==> src/hw/rtl/raster_sample_bit_unpacker_macros.svh <==
// Assertion macros for the raster sample bit unpacker.
`ifndef RASTER_SAMPLE_BIT_UNPACKER_MACROS_SVH
`define RASTER_SAMPLE_BIT_UNPACKER_MACROS_SVH

// Same-cycle implication, sampled on clock, off during reset.
`define RSBU_ASSERT_IMPL(name, ante, cons, msg) \
   name: assert property (@(posedge clock) disable iff (reset) (ante) |-> (cons)) \
      else $error(msg);

// Next-cycle implication, sampled on clock, off during reset.
`define RSBU_ASSERT_NEXT(name, ante, cons, msg) \
   name: assert property (@(posedge clock) disable iff (reset) (ante) |=> (cons)) \
      else $error(msg);

`endif

==> src/hw/rtl/rsbu_pkg.sv <==
// Shared types, constants and helpers for the raster sample bit unpacker.
`timescale 1ns / 1ps

package rsbu_pkg;

   localparam int MAX_DEPTH = 32;
   localparam int ROW_BITS  = 16;

   // depth classes
   localparam logic [1:0] MODE_NONE   = 2'd0;
   localparam logic [1:0] MODE_PACKED = 2'd1;
   localparam logic [1:0] MODE_BYTES  = 2'd2;

   // csr register indexes
   localparam logic [7:0] CSR_SAMPLE_DEPTH = 8'd0;
   localparam logic [7:0] CSR_ROW_BYTES    = 8'd1;

   typedef struct packed {
      logic                has_sample;
      logic                more;
      logic [31:0]         sample;
      logic [5:0]          remain;
   } extract_result_type;

   typedef struct packed {
      logic [ROW_BITS-1:0] row_now;
      logic                row_end;
   } row_status_type;

   function automatic logic [1:0] depth_mode(input logic [5:0] d);
      logic [1:0] m;
      m = MODE_NONE;
      if (d >= 6'd1 && d <= 6'd15 && int'(d) <= MAX_DEPTH) begin
         m = MODE_PACKED;
      end else if ((d == 6'd16 || d == 6'd24 || d == 6'd32) && int'(d) <= MAX_DEPTH) begin
         m = MODE_BYTES;
      end
      return m;
   endfunction

   // ones in the low n bits; all ones from 32 up
   function automatic logic [31:0] low_mask(input logic [5:0] n);
      logic [31:0] m;
      m = n[5] ? 32'hFFFF_FFFF : ~(32'hFFFF_FFFF << n[4:0]);
      return m;
   endfunction

endpackage

==> src/hw/rtl/raster_sample_bit_unpacker.sv <==
// Top level of the raster sample bit unpacker: sequencer, bit holder, result beat.
//
// Usage
//   req channel: one raw image byte per beat (req_data_byte), with req_restart
//   clearing held bits and both row counters before that byte is used.
//   rsp channel: one unpacked sample per beat, right-aligned, tagged with its
//   row, end_of_row on the final sample of the byte that closes a row, and
//   rsp_last on the final sample a byte produced.
//   csr channel: index 0 = sample_depth (write clears held bits), index 1 =
//   row_bytes; csr_ready is always high, other indexes are dropped.
// Timing
//   A byte is taken in the idle state, then the shared extract unit hands out one
//   sample per cycle unless rsp_stall holds the output; a byte that yields no
//   sample still passes through the emit state before the next byte is taken.
//   The first sample is loaded into the output register from the emit state.
//   req_stall is high from after the req beat until the last sample is loaded.
// Stall / reset
//   rsp_stall freezes the output register and the sequencer; the next byte
//   can be taken while the final sample of the last byte still waits.
//   Synchronous reset: depth 8, row_bytes 1, holder and counters cleared.
`timescale 1ns / 1ps
`include "raster_sample_bit_unpacker_macros.svh"

module raster_sample_bit_unpacker
   import rsbu_pkg::*;
(
   input  logic        clock,
   input  logic        reset,
   // byte input
   input  logic        req_valid,
   output logic        req_stall,
   input  logic [7:0]  req_data_byte,
   input  logic        req_restart,
   // sample output
   output logic        rsp_valid,
   input  logic        rsp_stall,
   output logic [31:0] rsp_sample_value,
   output logic [15:0] rsp_row_index,
   output logic        rsp_end_of_row,
   output logic        rsp_last,
   // register writes
   input  logic        csr_valid,
   output logic        csr_ready,
   input  logic [7:0]  csr_index,
   input  logic [15:0] csr_data
);

   localparam logic ST_IDLE = 1'b0;
   localparam logic ST_EMIT = 1'b1;

   // config
   logic [5:0]          depth_ff, depth_in;
   logic [15:0]         row_bytes_ff, row_bytes_in;

   // sequencer and holder
   logic                state_ff, state_in;
   logic [31:0]         holder_ff, holder_in;
   logic [5:0]          held_ff, held_in;

   // per-byte row context
   logic [ROW_BITS-1:0] row_ctx_ff, row_ctx_in;
   logic                row_end_ctx_ff, row_end_ctx_in;

   // result beat
   logic                rsp_valid_ff, rsp_valid_in;
   logic [31:0]         sample_ff, sample_in;
   logic [15:0]         row_index_ff, row_index_in;
   logic                eor_ff, eor_in;
   logic                last_ff, last_in;

   logic [1:0]          mode;
   logic                req_beat;
   logic                csr_wr;
   logic                slot_free;
   logic [31:0]         base_holder, merge_holder;
   logic [5:0]          base_held, merge_held;
   extract_result_type  ex;
   row_status_type      row_status;

   assign mode      = depth_mode(depth_ff);
   assign req_stall = (state_ff != ST_IDLE);
   assign req_beat  = req_valid && !req_stall;
   assign csr_ready = 1'b1;
   assign csr_wr    = csr_valid && csr_ready;
   assign slot_free = !rsp_valid_ff || !rsp_stall;

   rsbu_row_track u_row_track (
      .clock     (clock),
      .reset     (reset),
      .step      (req_beat),
      .restart   (req_restart),
      .row_bytes (row_bytes_ff),
      .status    (row_status)
   );

   rsbu_extract u_extract (
      .holder (holder_ff),
      .held   (held_ff),
      .depth  (depth_ff),
      .mode   (mode),
      .result (ex)
   );

   // fold the incoming byte into the holder
   always_comb begin
      base_holder  = req_restart ? 32'd0 : holder_ff;
      base_held    = req_restart ? 6'd0 : held_ff;
      merge_holder = 32'd0;
      merge_held   = 6'd0;
      case (mode)
         MODE_PACKED: begin
            merge_holder = {base_holder[23:0], req_data_byte};
            merge_held   = base_held + 6'd8;
         end
         MODE_BYTES: begin
            if (base_held >= 6'd32) begin
               base_holder = 32'd0;
               base_held   = 6'd0;
            end
            // first byte lands lowest
            merge_holder = base_holder | ({24'd0, req_data_byte} << base_held[4:0]);
            merge_held   = base_held + 6'd8;
         end
         default: begin
            merge_holder = 32'd0;
            merge_held   = 6'd0;
         end
      endcase
   end

   // sequencer
   always_comb begin
      state_in       = state_ff;
      holder_in      = holder_ff;
      held_in        = held_ff;
      row_ctx_in     = row_ctx_ff;
      row_end_ctx_in = row_end_ctx_ff;
      depth_in       = depth_ff;
      row_bytes_in   = row_bytes_ff;
      rsp_valid_in   = rsp_valid_ff && rsp_stall;
      sample_in      = sample_ff;
      row_index_in   = row_index_ff;
      eor_in         = eor_ff;
      last_in        = last_ff;

      unique case (state_ff)
         ST_IDLE: begin
            if (req_valid) begin
               holder_in      = merge_holder;
               held_in        = merge_held;
               row_ctx_in     = row_status.row_now;
               row_end_ctx_in = row_status.row_end;
               state_in       = ST_EMIT;
            end
         end
         ST_EMIT: begin
            if (!ex.has_sample) begin
               // nothing (more) to hand out: close the byte
               if (row_end_ctx_ff) begin
                  holder_in = 32'd0;
                  held_in   = 6'd0;
               end else begin
                  holder_in = holder_ff & low_mask(held_ff);
               end
               state_in = ST_IDLE;
            end else if (slot_free) begin
               rsp_valid_in = 1'b1;
               sample_in    = ex.sample;
               row_index_in = 16'(row_ctx_ff);
               last_in      = !ex.more;
               eor_in       = !ex.more && row_end_ctx_ff;
               held_in      = ex.remain;
               if (!ex.more) begin
                  // padding bits die at a row end
                  if (row_end_ctx_ff) begin
                     holder_in = 32'd0;
                     held_in   = 6'd0;
                  end else begin
                     holder_in = holder_ff & low_mask(ex.remain);
                  end
                  state_in = ST_IDLE;
               end
            end
         end
         default: begin
            state_in = ST_IDLE;
         end
      endcase

      if (csr_wr) begin
         unique case (csr_index)
            CSR_SAMPLE_DEPTH: begin
               depth_in  = csr_data[5:0];
               holder_in = 32'd0;
               held_in   = 6'd0;
            end
            CSR_ROW_BYTES: begin
               row_bytes_in = csr_data;
            end
            default: begin
               depth_in = depth_ff;
            end
         endcase
      end
   end

   always_ff @(posedge clock) begin
      if (reset) begin
         state_ff     <= ST_IDLE;
         depth_ff     <= 6'd8;
         row_bytes_ff <= 16'd1;
         holder_ff    <= '0;
         held_ff      <= '0;
         rsp_valid_ff <= 1'b0;
      end else begin
         state_ff     <= state_in;
         depth_ff     <= depth_in;
         row_bytes_ff <= row_bytes_in;
         holder_ff    <= holder_in;
         held_ff      <= held_in;
         rsp_valid_ff <= rsp_valid_in;
      end
   end

   always_ff @(posedge clock) begin
      row_ctx_ff     <= row_ctx_in;
      row_end_ctx_ff <= row_end_ctx_in;
      sample_ff      <= sample_in;
      row_index_ff   <= row_index_in;
      eor_ff         <= eor_in;
      last_ff        <= last_in;
   end

   assign rsp_valid        = rsp_valid_ff;
   assign rsp_sample_value = sample_ff;
   assign rsp_row_index    = row_index_ff;
   assign rsp_end_of_row   = eor_ff;
   assign rsp_last         = last_ff;

   // between bytes a packed holder never keeps a whole sample back
   `RSBU_ASSERT_IMPL(a_idle_no_pending, (state_ff == ST_IDLE) && (mode == MODE_PACKED), held_ff < depth_ff, "packed sample left in holder while idle")
   // holder count stays within one word
   `RSBU_ASSERT_IMPL(a_held_bound, 1'b1, held_ff <= 6'd32, "bit count beyond holder width")
   // a row closes only on the final sample of a byte
   `RSBU_ASSERT_IMPL(a_eor_is_last, rsp_valid && rsp_end_of_row, rsp_last, "end_of_row without last")
   // once a byte is taken the sequencer is busy the next cycle
   `RSBU_ASSERT_NEXT(a_busy_after_beat, req_beat, req_stall, "req taken while a byte is in work")

endmodule

==> src/hw/rtl/rsbu_extract.sv <==
// Shared shift-and-compare unit: pulls one sample out of the bit holder.
`timescale 1ns / 1ps

module rsbu_extract
   import rsbu_pkg::*;
(
   input  logic [31:0]        holder,
   input  logic [5:0]         held,
   input  logic [5:0]         depth,
   input  logic [1:0]         mode,
   output extract_result_type result
);

   logic [5:0] remain;

   assign remain = held - depth;

   always_comb begin
      result = '0;
      case (mode)
         MODE_PACKED: begin
            result.has_sample = (held >= depth);
            result.remain     = remain;
            result.more       = (remain >= depth);
            result.sample     = (holder >> remain) & low_mask(depth);
         end
         MODE_BYTES: begin
            // whole word leaves at once
            result.has_sample = (held >= depth);
            result.remain     = 6'd0;
            result.more       = 1'b0;
            result.sample     = holder;
         end
         default: begin
            result = '0;
         end
      endcase
   end

endmodule

==> src/hw/rtl/rsbu_row_track.sv <==
// Byte-in-row and row counters.
`timescale 1ns / 1ps

module rsbu_row_track
   import rsbu_pkg::*;
(
   input  logic           clock,
   input  logic           reset,
   input  logic           step,
   input  logic           restart,
   input  logic [15:0]    row_bytes,
   output row_status_type status
);

   logic [15:0]         byte_in_row_ff, byte_in_row_in;
   logic [ROW_BITS-1:0] row_ff, row_in;
   logic [15:0]         bir_next;
   logic [ROW_BITS-1:0] row_base;

   always_comb begin
      bir_next       = (restart ? 16'd0 : byte_in_row_ff) + 16'd1;
      row_base       = restart ? '0 : row_ff;
      // zero row length acts as one: compare is always true
      status.row_end = (bir_next >= row_bytes);
      status.row_now = row_base;
      byte_in_row_in = byte_in_row_ff;
      row_in         = row_ff;
      if (step) begin
         byte_in_row_in = status.row_end ? 16'd0 : bir_next;
         row_in         = status.row_end ? row_base + ROW_BITS'(1) : row_base;
      end
   end

   always_ff @(posedge clock) begin
      if (reset) begin
         byte_in_row_ff <= '0;
         row_ff         <= '0;
      end else begin
         byte_in_row_ff <= byte_in_row_in;
         row_ff         <= row_in;
      end
   end

endmodule

==> config.mk <==
export PLATFORM = sky130hd
export DESIGN_NAME = raster_sample_bit_unpacker
export DESIGN_NICKNAME = d
export VERILOG_FILES = /design/src/hw/rtl/rsbu_pkg.sv /design/src/hw/rtl/raster_sample_bit_unpacker.sv /design/src/hw/rtl/rsbu_extract.sv /design/src/hw/rtl/rsbu_row_track.sv
export VERILOG_INCLUDE_DIRS = /design/src /design/src/hw/rtl
export SDC_FILE = /design/constraint.sdc
export NUM_CORES = 1
export LEC_CHECK = 0
export ABC_AREA = 1
export BUFFER_PORTS_ARGS = -buffer_cell sky130_fd_sc_hd__buf_2
export CAP_MARGIN = 20
export CORE_ASPECT_RATIO = 0.5
export CORE_MARGIN = 4
export CORE_UTILIZATION = 40
export DETAILED_ROUTE_END_ITERATION = 7
export HOLD_SLACK_MARGIN = 0.06
export SETUP_SLACK_MARGIN = 0.15
export SLEW_MARGIN = 20
export SYNTH_ARGS = -nofsm -noshare
export SYNTH_HDL_FRONTEND = slang
export SYNTH_HIERARCHICAL = 1
export SYNTH_SLANG_ARGS = --single-unit
==> constraint.sdc <==
create_clock -name clock -period 7.3 [get_ports clock]
set_input_delay 1.095 -clock clock [delete_from_list [all_inputs] [get_ports clock]]
set_output_delay 1.095 -clock clock [all_outputs]
set_load 0.01 [all_outputs]
==> run metrics, run 1 <==
Synth Flop Type=dfxtp_1; Nets=2070; final design utilization=roughly 45%; clk_skew=11.28 ps; cts bufs inserted=17; CP max FO=33; static leakage=5.931 nW; clk buf depth=2; clock sinks=~160; Register-to-Register Path Depth=18; Mapped Area=0.01257 mm2; Post-DRT Antenna Nets=0; drt pass-1 iters=6; Post-synth EDFFs=67; VDD IR max=just under 0.2 mV; placed wire-length estimate=around 34000 um; Seq/Total Area, Yosys=between 30% and 40%; antenna violations before repair=0; CP Cell Sequence=nor2_1 -> nand2_1 -> nand2_1 -> inv_1 -> inv_1 -> ha_1 -> buf_4 -> inv_1 -> o21ai_0 -> nor2_1 -> inv_1 -> nor2_2 -> o21ai_1 -> o21ai_0 -> nand2_1 -> nand2_1 -> nand3_1 -> a21oi_1; largest net degree at the start of global routing=63; Area Overhead vs Synth=9.319%; vias=13705; initial core utilization=41.03%; layout cells sized above 1=9.995%; FFs w/ async S/R, synth=0%; most common cell after layout, fill and taps aside=nand2_1; Top delay family on crit path=simple AND/OR/NAND/NOR gates; Hold Path End=rsp_row_index[2]; Placed Area=0.01318 mm2; Worst setup EP type=register; Post-Route WL=45990 um; Reg-to-Reg Start=depth_ff[0]; clk root buf=clkbuf_16; slowest CP cell=inv_1; vias in the first global route=12398; P per Cell Area=231.5 mW/mm2; yosys warns=6; met3 usage in global routing=slightly below 5%; Boundary Pins=91; Hold Path Origin=row_ctx_ff[2]; DIE AREA=between 0.03 and 0.04 mm2; CP arrival=5660 ps; CTS Hold Bufs=0; Chip Height=roughly 130 um; die width=258.7 um; status=finished, final reports clean; fin. max-slew vios=0; HP Class=reg -> reg; H-tree depth=4; fin crit share=about 73%; Worst Tran Pin Value=slightly above 1000 ps; Syn Nets=2048; wire length per cell=18.89 um; Syn Area/Cell=about 6.4 um2; largest cells by area after synthesis=edfxtp_1, nand2_1, dfxtp_1, nand3_1, a21oi_1; Final Hold Violating Endpoints=0; Core Footprint=around 0.031 mm2; Max transition margin=32.10%; PortBufs=89; Tmin final=~5300 ps; Stages on worst setup path=18; post_cts resized=0; gr usage total=26.05%; worst r2r dst=holder_ff[29]; achievable frequency=188.6 MHz; critical path class=reg -> reg; hold depth=0; Max Cap Violations=0; most used routing layer=met2; #FFs+latches synth=161; clock transition at the registers of the reported paths=70 ps; FF-to-FF setup slack=around 2000 ps; initial detailed-routing violation count=2121; Worst Path Required=around 7700 ps; Syn Inst Count=1976; # DRC=0; FP Rows=45; Final Power=0.003180 W; crit path launch type=register; Setup TNS=0 ps; clk_lat worst skew=~450 ps; RSZ-0062 raised after global routing=no; CTS tree=done; first-pass GRT wire length=71080 um; design area=0.01374 mm2; most frequent cells in the layout=nand2_1, nand3_1, inv_1; GP Congestion=0.9580; Via density=5.628; number of post-CTS setup repair buffers=0; GRT overflow=0; # setup viols final=0; met1 Usage GRT=36.93%; CP max stage delay=780 ps; area share of the largest cell type after synthesis=16.01%; met2 Use GR=39.32%; post-synthesis cell type count=57; largest area contributor in the netlist=edfxtp_1; WP buf/inv=5
-- cell usage after synthesis (18+ instances only) --
library cell,number
nand2_1,533
dfxtp_1,94
ha_1,33
nor2_1,175
nand3_1,322
clkbuf_1,50
edfxtp_1,67
o211ai_1,18
inv_1,185
o21ai_0,102
buf_2,32
a21oi_1,172
nand4_1,23
-- cell type report --
class                      count  area [um2]
sequential                   161        3895
tap                          423       529.3
inverter                     207       787.0
multi-input combinational   1506        7402
antenna                        1       2.502
clock buffer                  18       429.2
clock inverter                14       123.9
fill                        3339       16890
timing repair buffer         105       569.3
-- sequential cells by signal, summed over array words and instances (netlist names), 6 cells and up --
| register | flops |
|---|---|
| row_bytes_ff | 16 |
| rsp_row_index | 16 |
| row_ctx_ff | 16 |
| held_ff | 6 |
| depth_ff | 6 |
| u_row_track/row_ff | 16 |
| rsp_sample_value | 32 |
| u_row_track/byte_in_row_ff | 16 |
| holder_ff | 32 |
-- report_power, final --
group / total [W] / internal [W] / leakage, nW / switching (W)
logic: 0.00121 / 0.000329 / 4.24 / 0.000879
clock network: 0.000875 / 0.000447 / 0.273 / 0.000427
registers: 0.00110 / 0.00102 / 1.41 / 0.0000784
-- metal layers --
layer	wire length, um	vias to the layer above
li1	-	6613
met5	0	-
met1	20030	6262
met3	4384	118
met2	19880	712
met4	1707	0
-- logic make-up after synthesis --
group | share of synthesized area (%)
buffers and inverters | 10.24
adder cells (fa/ha/maj) | 3.445
AO/OA/AOI/OAI | 14.89
AND/OR/NAND/NOR | 38.33
flip-flops | 30.98
other | 0.02984
XOR/XNOR | 2.081
-- how the worst max path moves through the flow --
stage,startpoint,to,slack (ps)
floorplan,held_ff[0],rsp_end_of_row,2490
global placement,depth_ff[0],holder_ff[29],2220
detailed placement,depth_ff[0],rsp_sample_value[4],2150
CTS,depth_ff[0],holder_ff[29],2150
global route,depth_ff[0],holder_ff[29],1500
finish,depth_ff[0],holder_ff[29],2000
-- through the flow --
step	worst slack, ps	cells	hold WS, ps
3_3_place_gp	2216	2401	403.5
6_report	1999	2435	420.2
2_1_floorplan	2486	1976	400.3
3_5_place_dp	2151	2402	404.5
4_1_cts	2152	2434	421.8
5_1_grt	1501	2434	427.2
-- worst reg2reg max path, delay by kind of cell, from the launching register on --
family / cells / cell delay, ps
adder cells (fa/ha/maj): 1 / 330
AND/OR/NAND/NOR: 8 / 1800
buffers and inverters: 5 / 1710
AO/OA/AOI/OAI: 4 / 850
flip-flops: 1 / 540
Power figures use the tool's default switching activity.
==> run 2: changes to the inputs <==
- clock period: 7.3 -> 5 ns (I/O delays scaled with it)
==> run 2 against run 1 <==
Net effect:
- utilization increased by 0.45 points
- clock skew is 7.1 ps higher
- highest routed layer is now met5
- cell area up 1.0%
- fmax increased by 27%
- clock power increased by 58%
==> run metrics, run 2 (synthesized netlist as in run 1, its figures left out) <==
Storage cell area=0.003895 mm2 (unchanged); static leakage=6.009 nW (+1.3%); final design utilization=45.30% (+0.45 points); GP Congestion=0.9534 (-0.48%); largest net degree at the start of global routing=41 (-35%); slowest CP cell=dfxtp_1; die width=258.7 um (unchanged); Post-Route WL=47200 um (+2.6%); first-pass GRT wire length=72450 um (+1.9%); layout cells sized above 1=10.58% (+0.58 points); RSZ-0062 raised after global routing=no; Boundary Pins=91 (unchanged); CTS tree=done; GRT overflow=0 (unchanged); Chip Height=133.3 um (unchanged); CP max FO=19 (-42%); drt pass-1 iters=8 (+2); wire length per cell=19.30 um (+2.2%); post_cts resized=0 (unchanged); Via density=5.620 (-0.14%); gr usage total=26.72% (+0.67 points); Core Footprint=0.03063 mm2 (unchanged); Worst Tran Pin Value=811.1 ps (-206.3 ps); placed wire-length estimate=34490 um (+2.5%); area of the multi-input gates=0.007402 mm2 (unchanged); # setup viols final=0 (unchanged); number of post-CTS setup repair buffers=0 (unchanged); vias=13747 (+0.31%); H-tree depth=4 (unchanged); clk buf depth=2 (unchanged); Max transition margin=45.87% (+14 points); Max Cap Violations=0 (unchanged); antenna violations before repair=2 (+2); CP max stage delay=600 ps (-180 ps); critical path class=reg -> reg; # fillers=3297 (-1.3%); Worst Path Required=5390 ps (-2270 ps); fin. max-slew vios=0 (unchanged); CTS Hold Bufs=0 (unchanged); Worst setup EP type=register; Final Hold Violating Endpoints=0 (unchanged); CP arrival=4550 ps (-1110 ps); HP Class=reg -> reg; vias in the first global route=12417 (+0.15%); PortBufs=89 (unchanged); Area Overhead vs Synth=10.41%; most numerous cell on the critical path=inv_1; clk_lat worst skew=460 ps (about the same); fin crit share=83.16% (+11 points); DIE AREA=0.03449 mm2 (unchanged); status=finished, final reports clean; P per Cell Area=345.5 mW/mm2 (+49%); clock sinks=161 (unchanged); FP Rows=45 (unchanged); achievable frequency=240.5 MHz (+27%); Post-DRT Antenna Nets=0 (unchanged); initial core utilization=41.03% (unchanged); Tmin final=4158 ps (-1143 ps); initial detailed-routing violation count=1865 (-12%); Setup TNS=0 ps (unchanged); most frequent cells in the layout=nand2_1, nand3_1, inv_1; CP Cell Sequence=inv_1 -> ha_1 -> fa_1 -> o21ai_4 -> xor2_2 -> buf_4 -> ha_1 -> nand2_1 -> inv_1 -> nand4_1 -> a31oi_1 -> inv_1 -> a21oi_1 -> inv_2 -> o311ai_0 -> nand3_1 -> a21oi_1; clk_skew=18.35 ps (+7.068 ps); clk root buf=clkbuf_16; Inserted Diodes=0 (-1); # DRC=0 (unchanged); Nets=2082 (+0.58%); clock transition at the registers of the reported paths=80 ps (about the same); VDD IR max=0.2887 mV (+48%); crit path launch type=register; most common cell after layout, fill and taps aside=nand2_1; cts bufs inserted=17 (unchanged)
run 2: path summary, 6_finish.rpt:
path	start	end	slack, ps	depth (start not counted)
worst max-delay path	held_ff[0]	holder_ff[31]	840	17
worst min-delay path	row_ctx_ff[2]	rsp_row_index[2]	430	0
worst max register to register	held_ff[0]	holder_ff[31]	840	17
worst min register to register	row_ctx_ff[2]	rsp_row_index[2]	430	0
run 2: layout make-up:
type	count	area share (%)
multi-input cells	1506	53.35
flip-flops and latches	161	28.07
inverters	207	5.672
repair buffers	117	4.725
well taps	423	3.814
clock buffers	17	3.066
clock inverters	15	1.307
run 2: worst max-delay path, delay by kind of cell (launching register included):
kind	cells	cell delay (ps)
compound gates	5	1330
fa+ha+maj	3	1000
buf+inv	5	750
flops	1	600
simple gates	3	310
xor+xnor	1	90
run 2: routing by layer:
| metal | GRT usage, % | up-vias | part of all wire [%] |
|---|---|---|---|
| li1 | - | 6646 | - |
| met1 | 38.54 | 6369 | 46 |
| met2 | 41.51 | 652 | 44 |
| met3 | 4.046 | 76 | 8.0 |
| met4 | 7.904 | 4 | 2.4 |
| met5 | 0 | - | 0.078 |
run 2: stage by stage:
stage	power, W	hold WS (ps)	instance area, um2	instances	worst slack, ps
after floorplan	0.002801	400.3	12570	1976	186.3
after global placement	0.003412	405.4	13270	2414	1019
after detailed placement	0.003388	407.7	13270	2414	954.7
after CTS	0.004766	430.8	13880	2446	902.3
after global routing	0.005043	430.3	13880	2446	551.3
final	0.004795	428.6	13880	2446	841.8
run 2: where the power goes:
part	switching [W]	total [W]	internal [W]
sequential	0.000118	0.00160	0.00149
clock	0.000664	0.00138	0.000717
combinational	0.00130	0.00181	0.000506
